===== config.mk =====
export PLATFORM = sky130hd
export DESIGN_NAME = imhq_ram
export DESIGN_NICKNAME = d
export VERILOG_FILES = /design/src/sv/imhq_ram.sv
export SDC_FILE = /design/constraint.sdc
export NUM_CORES = 1
export LEC_CHECK = 0
export ABC_AREA = 1
export CORE_ASPECT_RATIO = 1.2
export CORE_MARGIN = 5
export CORE_UTILIZATION = 50
export CTS_BUF_LIST = sky130_fd_sc_hd__clkbuf_4
export DETAILED_ROUTE_END_ITERATION = 10
export DONT_BUFFER_PORTS = 1
export PLACE_DENSITY_LB_ADDON = 0.12
export SETUP_SLACK_MARGIN = 0.15
export SYNTH_ARGS = -nofsm -noshare
export SYNTH_HDL_FRONTEND = slang
export SYNTH_SLANG_ARGS = --single-unit

===== constraint.sdc =====
create_clock -name aclk -period 2.1 [get_ports aclk]
set_input_delay 0.42 -clock aclk [delete_from_list [all_inputs] [get_ports aclk]]
set_output_delay 0.42 -clock aclk [all_outputs]
set_load 0.05 [all_outputs]

===== src/sv/imhq_ram.sv =====
// Generic single-port-write, single-port-read RAM with registered read.
// No dependencies.
module imhq_ram #(
    parameter int WIDTH = 8,
    parameter int DEPTH = 16
) (
    input  logic                     aclk,
    input  logic                     we,
    input  logic [$clog2(DEPTH)-1:0] waddr,
    input  logic [WIDTH-1:0]         wdata,
    input  logic [$clog2(DEPTH)-1:0] raddr,
    output logic [WIDTH-1:0]         rdata
);
    logic [WIDTH-1:0] mem [DEPTH];

    always_ff @(posedge aclk) begin
        if (we) begin
            mem[waddr] <= wdata;
        end
        rdata <= mem[raddr];
    end
endmodule

Word level (Yosys, flattened, before mapping)
Memory sizes are Yosys's and may differ from the RTL's. A register that Yosys moved wholly into a read port is not among the register bits.
Index checks and enable logic that the tools add are counted.
{ "word_totals": {"regBits": 0, "mem_bits_rw": 128, "in_bits": 18, "n_memories": 1, "word_cells": 3} }
{ "classes": {"muxes": 2} }
{ "memory_table": {"columns": ["name", "depth", "word_bits", "read_ports", "rd_ports_with_merged_regs", "wr", "line", "rtl"], "rows": [
  ["mem", 16, 8, 1, 1, 1, "14", "logic [WIDTH-1:0] mem [DEPTH];"]
]} }
{ "op_table": {"columns": ["operator", "count"], "rows": [
  ["$mux W1", 2]
]} }

Depth between registers and ports, before layout
Gate-level depths: netlist of run 1.
{ "logic_depth": {"word_depth": 2, "depth_mapped": 8, "ltp_nobuf": 7} }

Least setup slack after synthesis of run 1
Ideal clock, no wire load.
{ "synth_path": {"path_kind": "input -> register", "from": "in waddr[2]", "to": "mem mem[10][0], enable pin", "arrival_time_ns": 1.001, "n_path_buf": 0, "setup_ns": 0.370, "path_stages": 2, "slack_ns": 0.729, "cell_sequence": "nand3b_1 -> nor2_1"} }
{ "synth_rtl": {"columns": ["item", "line", "rtl"], "rows": [
  ["from (decl)", "9", "input logic [$clog2(DEPTH)-1:0] waddr,"],
  ["to (decl)", "14", null]
]} }
No word-level cell before the write port.

Final worst setup path of run 1
{ "layout_path": {"from": "reg rdata[0] (read register of mem)", "to": "out rdata[0]"} }
{ "layout_rtl": {"columns": ["item", "line", "rtl"], "rows": [
  ["from (decl)", "12", "output logic [WIDTH-1:0] rdata"]
]} }
No word-level cell between the ends.

==> results of run 1 <==
[routing by layer]
layer | up-vias | wire length (um) | GRT usage (%) | part of all wire (%)
met5 | - | 21 | 0 | 0.16
met4 | 4 | 228 | 7.28 | 1.8
met3 | 20 | 824 | 5.91 | 6.4
met2 | 101 | 6200 | 31.6 | 48
met1 | 1706 | 5540 | 26.8 | 43
li1 | 1818 | - | - | -
[sequential cells by signal, indices dropped and copies added, names as in the netlist]
register	count
mem	128
rdata	8
[area by class of cell]
type                            count  area share [%]
Tap cell                          157            3.09
Clock buffer                       21            2.48
Inverter                          102            6.03
Clock inverter                     11            2.42
Sequential cell                   136            63.0
Multi-Input combinational cell    289            19.1
Antenna cell                        2          0.0788
Timing Repair Buffer               27            3.78
[stage by stage]
stage,area [sq um],hold WS [ps],power (mW),setup WS [ps]
floorplan,5770,519,3.38,729
global placement,5940,520,3.42,634
detailed placement,5940,520,3.42,575
CTS,6340,2.08,5.32,386
global route,6350,5.18,5.50,359
finish,6350,46.8,5.27,446
[layout by cell type (no fill, tap or decap)]
| cell type | instances |
|---|---|
| sky130_fd_sc_hd__edfxtp_1 | 128 |
| sky130_fd_sc_hd__inv_1 | 100 |
| sky130_fd_sc_hd__inv_2 | 2 |
| sky130_fd_sc_hd__clkinv_2 | 3 |
| sky130_fd_sc_hd__diode_2 | 2 |
| sky130_fd_sc_hd__buf_4 | 16 |
| sky130_fd_sc_hd__dfxtp_1 | 8 |
| sky130_fd_sc_hd__clkbuf_4 | 21 |
| sky130_fd_sc_hd__bufinv_16 | 4 |
| sky130_fd_sc_hd__clkinv_1 | 3 |
| sky130_fd_sc_hd__nor2_1 | 17 |
| sky130_fd_sc_hd__nand3_1 | 97 |
| sky130_fd_sc_hd__dlygate4sd3_1 | 10 |
| sky130_fd_sc_hd__clkinvlp_4 | 1 |
| sky130_fd_sc_hd__buf_12 | 1 |
| sky130_fd_sc_hd__nand2_1 | 173 |
| sky130_fd_sc_hd__nand3b_1 | 2 |
[how the worst min path moves through the flow]
stage | end | slack (ps)
finish | rdata[7]$_DFF_P_ | 50
global route | rdata[0]$_DFF_P_ | 5
detailed placement | mem[5][5]$_DFFE_PP_ | 520
global placement | mem[3][2]$_DFFE_PP_ | 520
CTS | rdata[4]$_DFF_P_ | 2
floorplan | mem[0][0]$_DFFE_PP_ | 520
[kinds of logic (layout without fill, tap and decap cells)]
kind of cell | count (synthesis) | after routing
simple gates | 289 | 289
other cells | 0 | 2
flops | 136 | 136
buf+inv | 126 | 161
[power by group through the flow]
stage | Sequential, mW | Clock (mW) | Combinational, mW
after floorplan | 3.17 | 0 | 0.214
after global placement | 3.18 | 0 | 0.239
after detailed placement | 3.18 | 0 | 0.240
after CTS | 3.12 | 1.90 | 0.299
after global routing | 3.13 | 2.04 | 0.334
final | 3.12 | 1.85 | 0.297
[repair_timing]
item / CTS / global route
buffers inserted: 0 / 0
hold endpoints to repair: 129 / 1
hold buffers: 9 / 1
setup endpoints to repair: 0 / 0
==> summary.txt, run 1 <==
Drt
  • Vias per inst: 4.90
  • DRC viols: 0
  • Final wirelength: 12.8 mm
  • Number of antenna-violating nets in the routed design: 0
  • Routed wire length per instance: 17.2 um
  • Number of iterations in the first detailed-routing pass: 5
  • Drt initial violations: 328
  • Via count: 3649

Cells and area
  • Footprint of the flip-flops and latches: 0.00400 sq mm
  • Area of the multi-input gates: 0.00121 sq mm
  • Final design utilization: 55.7%
  • Net total in the final layout: 591
  • Layout fillers: 1060
  • Synthesis-to-layout area growth: 10.2%
  • Fraction of final layout cells sized beyond drive strength 1: 8.19%
  • Finished Layout Cells: 745

Pwr
  • Portion of total power attributed to the clock network: 35.1%
  • Net switching share of the total power: 22.0%
  • Relative contribution of sequential cells to total power: 59.2%
  • Ratio of total power to cell area: 829 mW/mm^2
  • Worst vdd ir: 0.467 mV
  • Power spent charging and discharging nets: 1.16 mW
  • Combinational group share of total power: 5.6%
  • Internal portion of total power: 4.11 mW
  • Leakage Power: 2.72 nW

Synth
  • Number of synthesized flops with an enable pin: 128
  • Synthesized cell area: 0.00577 sq mm
  • Netlist cell types: 12
  • Most used standard cells in the synthesized netlist: 173 x sky130_fd_sc_hd__nand2_1, 128 x sky130_fd_sc_hd__edfxtp_1, 100 x sky130_fd_sc_hd__inv_1, 97 x sky130_fd_sc_hd__nand3_1, 17 x sky130_fd_sc_hd__nor2_1
  • Adder-Cell Fraction of Synth Area: 0%
  • Portion of netlist area occupied by mux cells: 0%
  • Dominant combinational cell family by area after synthesis: simple AND/OR/NAND/NOR gates
  • Sequential share of the synthesized area: 69.4%
  • Yosys warns: 0
  • Dominant cells by area after synthesis: sky130_fd_sc_hd__edfxtp_1 67%, sky130_fd_sc_hd__nand2_1 11%, sky130_fd_sc_hd__nand3_1 8.4%
  • Number of nets produced by synthesis: 569
  • Synth Register Bits: 136
  • Prevailing post-synth register cell: sky130_fd_sc_hd__edfxtp_1
  • Instance count of the mapped netlist: 551
  • Complex-gate fraction of the synthesized area: 0%
  • Xor and xnor fraction of the mapped netlist area: 0%
  • Simple-Gate Fraction of Synth Area: 21.0%
  • Ys async rst share: 0%
  • Leading area contributor after synthesis: sky130_fd_sc_hd__edfxtp_1
  • Synthesized area divided by synthesized cell count: 10.5 sq um
  • Most repeated cell in the gate-level netlist after synthesis: sky130_fd_sc_hd__nand2_1
  • Area fraction of the dominant cell type after synthesis: 66.7%

Setup path
  • Reg-to-reg critical path startpoint: mem[6][0]$_DFFE_PP_
  • Logic depth of the worst path, buffers included: 0
  • Register-to-Register Setup Slack: 1080 ps
  • Worst setup path startpoint: rdata[0]$_DFF_P_
  • Crit path launch type: flip-flop
  • Biggest fanout along the worst timing path: 1
  • Required @ worst endpoint: 1680 ps
  • Arrival time at the worst endpoint: 1230 ps
  • Worst flop-to-flop path endpoint: rdata[0]$_DFF_P_
  • Worst setup EP type: output port
  • Worst-case reg-to-reg path depth: 6
  • Worst setup path endpoint: rdata[0]
  • Kind of critical path: flip-flop to output port

GRT
  • Largest net degree at the start of global routing: 66
  • Antenna violations before repair: 4
  • Remaining global-route overflow: 0
  • All-Layer GR Usage: 20.2%
  • Vias in the first global route: 3653
  • First-pass GRT wire length: 20.4 mm

Floorplan
  • Std-Cell Rows: 43
  • Core footprint: 0.0114 sq mm
  • I/O Pins: 26
  • Die outline area: 0.0138 sq mm
  • Horizontal die dimension: 108 um
  • Die height: 128 um
  • Initial Utilization: 50.6%

CTS
  • CTS HTree Levels: 4
  • Register clock-pin slew on the reported worst setup and hold paths: 120 ps
  • Post-cts sizing count: 0
  • CTS Buf Count: 17
  • Library cell used as clock root buffer: sky130_fd_sc_hd__clkbuf_4
  • CTS sink cnt: 136
  • Clk buf depth: 2
  • TritonCTS clock tree: built
  • Insertion delay to the later sink of the worst-skew pair: 530 ps

STA
  • Share of the clock period used by the worst path: 78.8%
  • RSZ-0062 raised after global routing: false
  • Final critical path time including I/O delays and setup: 1650 ps
  • Slew Viols, Final: 0
  • Headroom to the max-slew limit: 47.6%
  • Post-Route Skew: 24.0 ps
  • Hold Violations, Final: 0
  • Transition time at the pin with the least slew margin: 783 ps
  • Final setup violation count: 0
  • Final setup TNS: 0 ps
  • Highest clock frequency the design can meet: 605 MHz

Hold path
  • Hold crit path type: primary input to flip-flop
  • Hold Path Stages: 2
  • Launch point of the worst hold path: raddr[3]

Outcome
  • Outcome: complete, no violations

Placed design
  • Final weighted congestion in routability-driven placement: 0.864
  • HPWL reported at the end of detailed placement: 7.96 mm
  • Number of placed cells counting well taps: 701
  • Port buffer count: 0

Flow run
  • Number of max-cap violations: 0
(Power assumes the default switching activity.)
==> inputs of run 2 (changes only) <==
ABC_AREA = 0   (was 1)
clock period = 1.35 ns   (was 2.1 ns; I/O delays follow)
==> summary.txt, run 2 <==
CTS
  • Post-CTS setup repair buffer count: 0 (unchanged)
  • CTS Buf Count: 17 (unchanged)
  • Register clock-pin slew on the reported worst setup and hold paths: 110 ps (was 120 ps)
  • Clk buf depth: 2 (unchanged)
  • TritonCTS clock tree: built (unchanged)
  • Library cell used as clock root buffer: sky130_fd_sc_hd__clkbuf_4 (unchanged)
  • CTS HTree Levels: 4 (unchanged)
  • Insertion delay to the later sink of the worst-skew pair: 510 ps (was 530 ps)
  • CTS sink cnt: 136 (unchanged)

Pwr
  • Ratio of total power to cell area: 1270 mW/mm^2 (was 829 mW/mm^2)
  • Power spent charging and discharging nets: 1.60 mW (was 1.16 mW)
  • Worst vdd ir: 0.677 mV (was 0.467 mV)
  • Leakage Power: 1.86 nW (was 2.72 nW)
  • Net switching share of the total power: 21.5% (was 22.0%)
  • Internal portion of total power: 5.84 mW (was 4.11 mW)
  • Portion of total power attributed to the clock network: 29.9% (was 35.1%)
  • Combinational group share of total power: 4.9% (was 5.6%)
  • Overall power of the completed layout: 7.45 mW (was 5.27 mW)
  • Relative contribution of sequential cells to total power: 65.2% (was 59.2%)

STA
  • Slew Viols, Final: 0 (unchanged)
  • Hold Violations, Final: 0 (unchanged)
  • Headroom to the max-slew limit: 48.3% (was 47.6%)
  • Final setup violation count: 0 (unchanged)
  • Share of the clock period used by the worst path: 95.9%
  • Transition time at the pin with the least slew margin: 773 ps (was 783 ps)
  • Final critical path time including I/O delays and setup: 1290 ps
  • Highest clock frequency the design can meet: 772 MHz
  • Post-Route Skew: 14.5 ps (was 24.0 ps)
  • RSZ-0062 raised after global routing: true (was false)

GRT
  • Most crowded layer after global routing: met2 (unchanged)
  • Met1 global-route usage: 21.5% (was 26.8%)
  • Antenna violations before repair: 0 (was 4)
  • First-pass GRT wire length: 15.0 mm (was 20.4 mm)
  • All-Layer GR Usage: 17.5% (was 20.2%)
  • Largest net degree at the start of global routing: 33 (was 66)
  • GRT met2 Usage: 28.1% (was 31.6%)
  • Vias in the first global route: 2570 (was 3653)
  • Global Route met3 Usage: 6.33% (was 5.91%)
  • Remaining global-route overflow: 0 (unchanged)

Setup path
  • Max stage delay on crit path: 480 ps
  • Buffers plus inverters on the worst setup path: 0
  • Arrival time at the worst endpoint: 1700 ps (was 1230 ps)
  • Biggest fanout along the worst timing path: 1 (unchanged)
  • Kind of critical path: flip-flop to flip-flop (was flip-flop to output port)
  • Required @ worst endpoint: 1750 ps (was 1680 ps)
  • Worst setup EP type: flip-flop (was output port)
  • Crit-path slowest cell: sky130_fd_sc_hd__mux4_2
  • Cell-by-cell trace of the critical path: mux4_2 > a22oi_1 > nand2_1
  • Top cell family by delay on the critical path: multiplexers
  • Crit path launch type: flip-flop (unchanged)

Outcome
  • Outcome: complete, no violations (unchanged)

Cells and area
  • Net total in the final layout: 286 (was 591)
  • Synthesis-to-layout area growth: 14.0% (was 10.2%)
  • Antenna cells: 0 (was 2)
  • Largest registers: mem x128, rdata x8 (unchanged)
  • Final design utilization: 58.3% (was 55.7%)
  • Number of flip-flops under the largest register name: 128 (unchanged)
  • Commonest non-fill, non-tap cell in the layout: sky130_fd_sc_hd__edfxtp_1 (was sky130_fd_sc_hd__nand2_1)
  • Most frequent cells in the layout: 128 x sky130_fd_sc_hd__edfxtp_1, 32 x sky130_fd_sc_hd__mux4_2, 20 x sky130_fd_sc_hd__clkbuf_4 (was 173 x sky130_fd_sc_hd__nand2_1, 128 x sky130_fd_sc_hd__edfxtp_1, 100 x sky130_fd_sc_hd__inv_1)
  • Fraction of final layout cells sized beyond drive strength 1: 39.5% (was 8.19%)
  • Biggest register: mem (unchanged)
  • Final cell area excluding filler cells: 0.00587 sq mm (was 0.00635 sq mm)

Drt
  • Number of antenna-violating nets in the routed design: 0 (unchanged)
  • Drt initial violations: 131 (was 328)
  • Final wirelength: 9.47 mm (was 12.8 mm)
  • Via count: 2324 (was 3649)
  • Vias per inst: 5.71 (was 4.90)
  • Number of iterations in the first detailed-routing pass: 5 (unchanged)
  • Routed wire length per instance: 23.3 um (was 17.2 um)
  • DRC viols: 0 (unchanged)

Hold path
  • Hold crit path type: primary input to flip-flop (unchanged)

Synth
  • Leading area contributor after synthesis: sky130_fd_sc_hd__edfxtp_1 (unchanged)
  • Synthesized cell area: 0.00515 sq mm (was 0.00577 sq mm)
  • Most repeated cell in the gate-level netlist after synthesis: sky130_fd_sc_hd__edfxtp_1 (was sky130_fd_sc_hd__nand2_1)
  • Synth Register Bits: 136 (unchanged)
  • Most used standard cells in the synthesized netlist: 128 x sky130_fd_sc_hd__edfxtp_1, 18 x sky130_fd_sc_hd__mux4_2, 16 x sky130_fd_sc_hd__a22oi_1, 14 x sky130_fd_sc_hd__mux4_1, 13 x sky130_fd_sc_hd__nor2_1 (was 173 x sky130_fd_sc_hd__nand2_1, 128 x sky130_fd_sc_hd__edfxtp_1, 100 x sky130_fd_sc_hd__inv_1, 97 x sky130_fd_sc_hd__nand3_1, 17 x sky130_fd_sc_hd__nor2_1)
  • Number of synthesized flops with an enable pin: 128 (unchanged)
  • Area fraction of the dominant cell type after synthesis: 74.7% (was 66.7%)
  • Number of nets produced by synthesis: 247 (was 569)
  • Prevailing post-synth register cell: sky130_fd_sc_hd__edfxtp_1 (unchanged)
  • Instance count of the mapped netlist: 229 (was 551)
  • Sequential share of the synthesized area: 77.8% (was 69.4%)
  • Netlist cell types: 19 (was 12)
  • Synthesized area divided by synthesized cell count: 22.5 sq um (was 10.5 sq um)
  • Ys async rst share: 0% (unchanged)
  • Yosys warns: 0 (unchanged)
  • Dominant cells by area after synthesis: sky130_fd_sc_hd__edfxtp_1 75%, sky130_fd_sc_hd__mux4_2 7.9%, sky130_fd_sc_hd__mux4_1 7.1% (was sky130_fd_sc_hd__edfxtp_1 67%, sky130_fd_sc_hd__nand2_1 11%, sky130_fd_sc_hd__nand3_1 8.4%)

Floorplan
  • Die height: 121 um (was 128 um)
  • Core footprint: 0.0101 sq mm (was 0.0114 sq mm)
  • Horizontal die dimension: 103 um (was 108 um)
  • Die outline area: 0.0124 sq mm (was 0.0138 sq mm)
  • Std-Cell Rows: 40 (was 43)
  • I/O Pins: 26 (unchanged)
  • Initial Utilization: 51.2% (was 50.6%)

Placed design
  • Final weighted congestion in routability-driven placement: 0.791 (was 0.864)
  • Port buffer count: 0 (unchanged)
  • HPWL reported at the end of detailed placement: 6.35 mm (was 7.96 mm)
  • Cell area after placement: 0.00549 sq mm (was 0.00594 sq mm)

Flow run
  • Number of max-cap violations: 0 (unchanged)
run 2: path summary, 6_finish.rpt:
path	start	endpoint	slack [ps]	depth (start not counted)
max	mem[3][7]$_DFFE_PP_	rdata[7]$_DFF_P_	60	3
min	raddr[1]	rdata[2]$_DFF_P_	70	3
max reg2reg	mem[3][7]$_DFFE_PP_	rdata[7]$_DFF_P_	60	3
min reg2reg	mem[14][2]$_DFFE_PP_	rdata[2]$_DFF_P_	690	3
run 2: worst min-delay path, delay by kind of cell:
kind	cells	cell delay (ps)
muxes	1	160
AOI/OAI and AO/OA	1	60
and+or+nand+nor	1	60
run 2: power by group through the flow:
stage	clock [mW]	combinational [mW]	sequential (mW)
final	2.23	0.365	4.85
after detailed placement	0	0.284	4.95
after global routing	2.50	0.400	4.87
after CTS	2.29	0.370	4.86
after global placement	0	0.278	4.94
after floorplan	0	0.271	4.93
run 2: area by class of cell:
class / instances / area, sq um
tap: 126 / 158
multi-input combinational: 83 / 1110
clock inverter: 12 / 86.3
fill: 714 / 4190
sequential: 136 / 4030
timing repair buffer: 30 / 333
clock buffer: 20 / 150
run 2: kinds of logic (layout without fill, tap and decap cells):
logic type             after synthesis  in the layout  share of synthesized area (%)
AOI/OAI and AO/OA                   16             16                           2.33
buffers and inverters               10             62                           1.68
DFF                                136            136                           77.8
muxes                               32             32                           15.0
and+or+nand+nor                     35             35                           3.18
run 2: timing repair:
item                       4_1_cts  5_1_grt
resized for setup               23        1
setup endpoints to repair       16       16
hold buffers                     8        0
hold endpoints to repair       128        0
pin swaps                        0        1
cloned                           0        0
run 2: per-stage QoR:
| stage | setup WS [ps] | setup TNS, ps | std cells | hold slack, ps |
|---|---|---|---|---|
| 3_3_place_gp | -1.41 | -5.57 | 367 | 370 |
| 3_5_place_dp | -5.74 | -44.4 | 367 | 370 |
| 4_1_cts | 56.1 | 0 | 407 | 26.4 |
| 6_report | 55.2 | 0 | 407 | 65.2 |
| 2_1_floorplan | -23.0 | -184 | 229 | 369 |
| 5_1_grt | -45.0 | -123 | 407 | 6.94 |
run 2: routing by layer:
| metal | routed length, um | vias up |
|---|---|---|
| met2 | 4990 | 69 |
| li1 | - | 1047 |
| met5 | 0 | - |
| met4 | 167 | 0 |
| met3 | 572 | 18 |
| met1 | 3730 | 1190 |
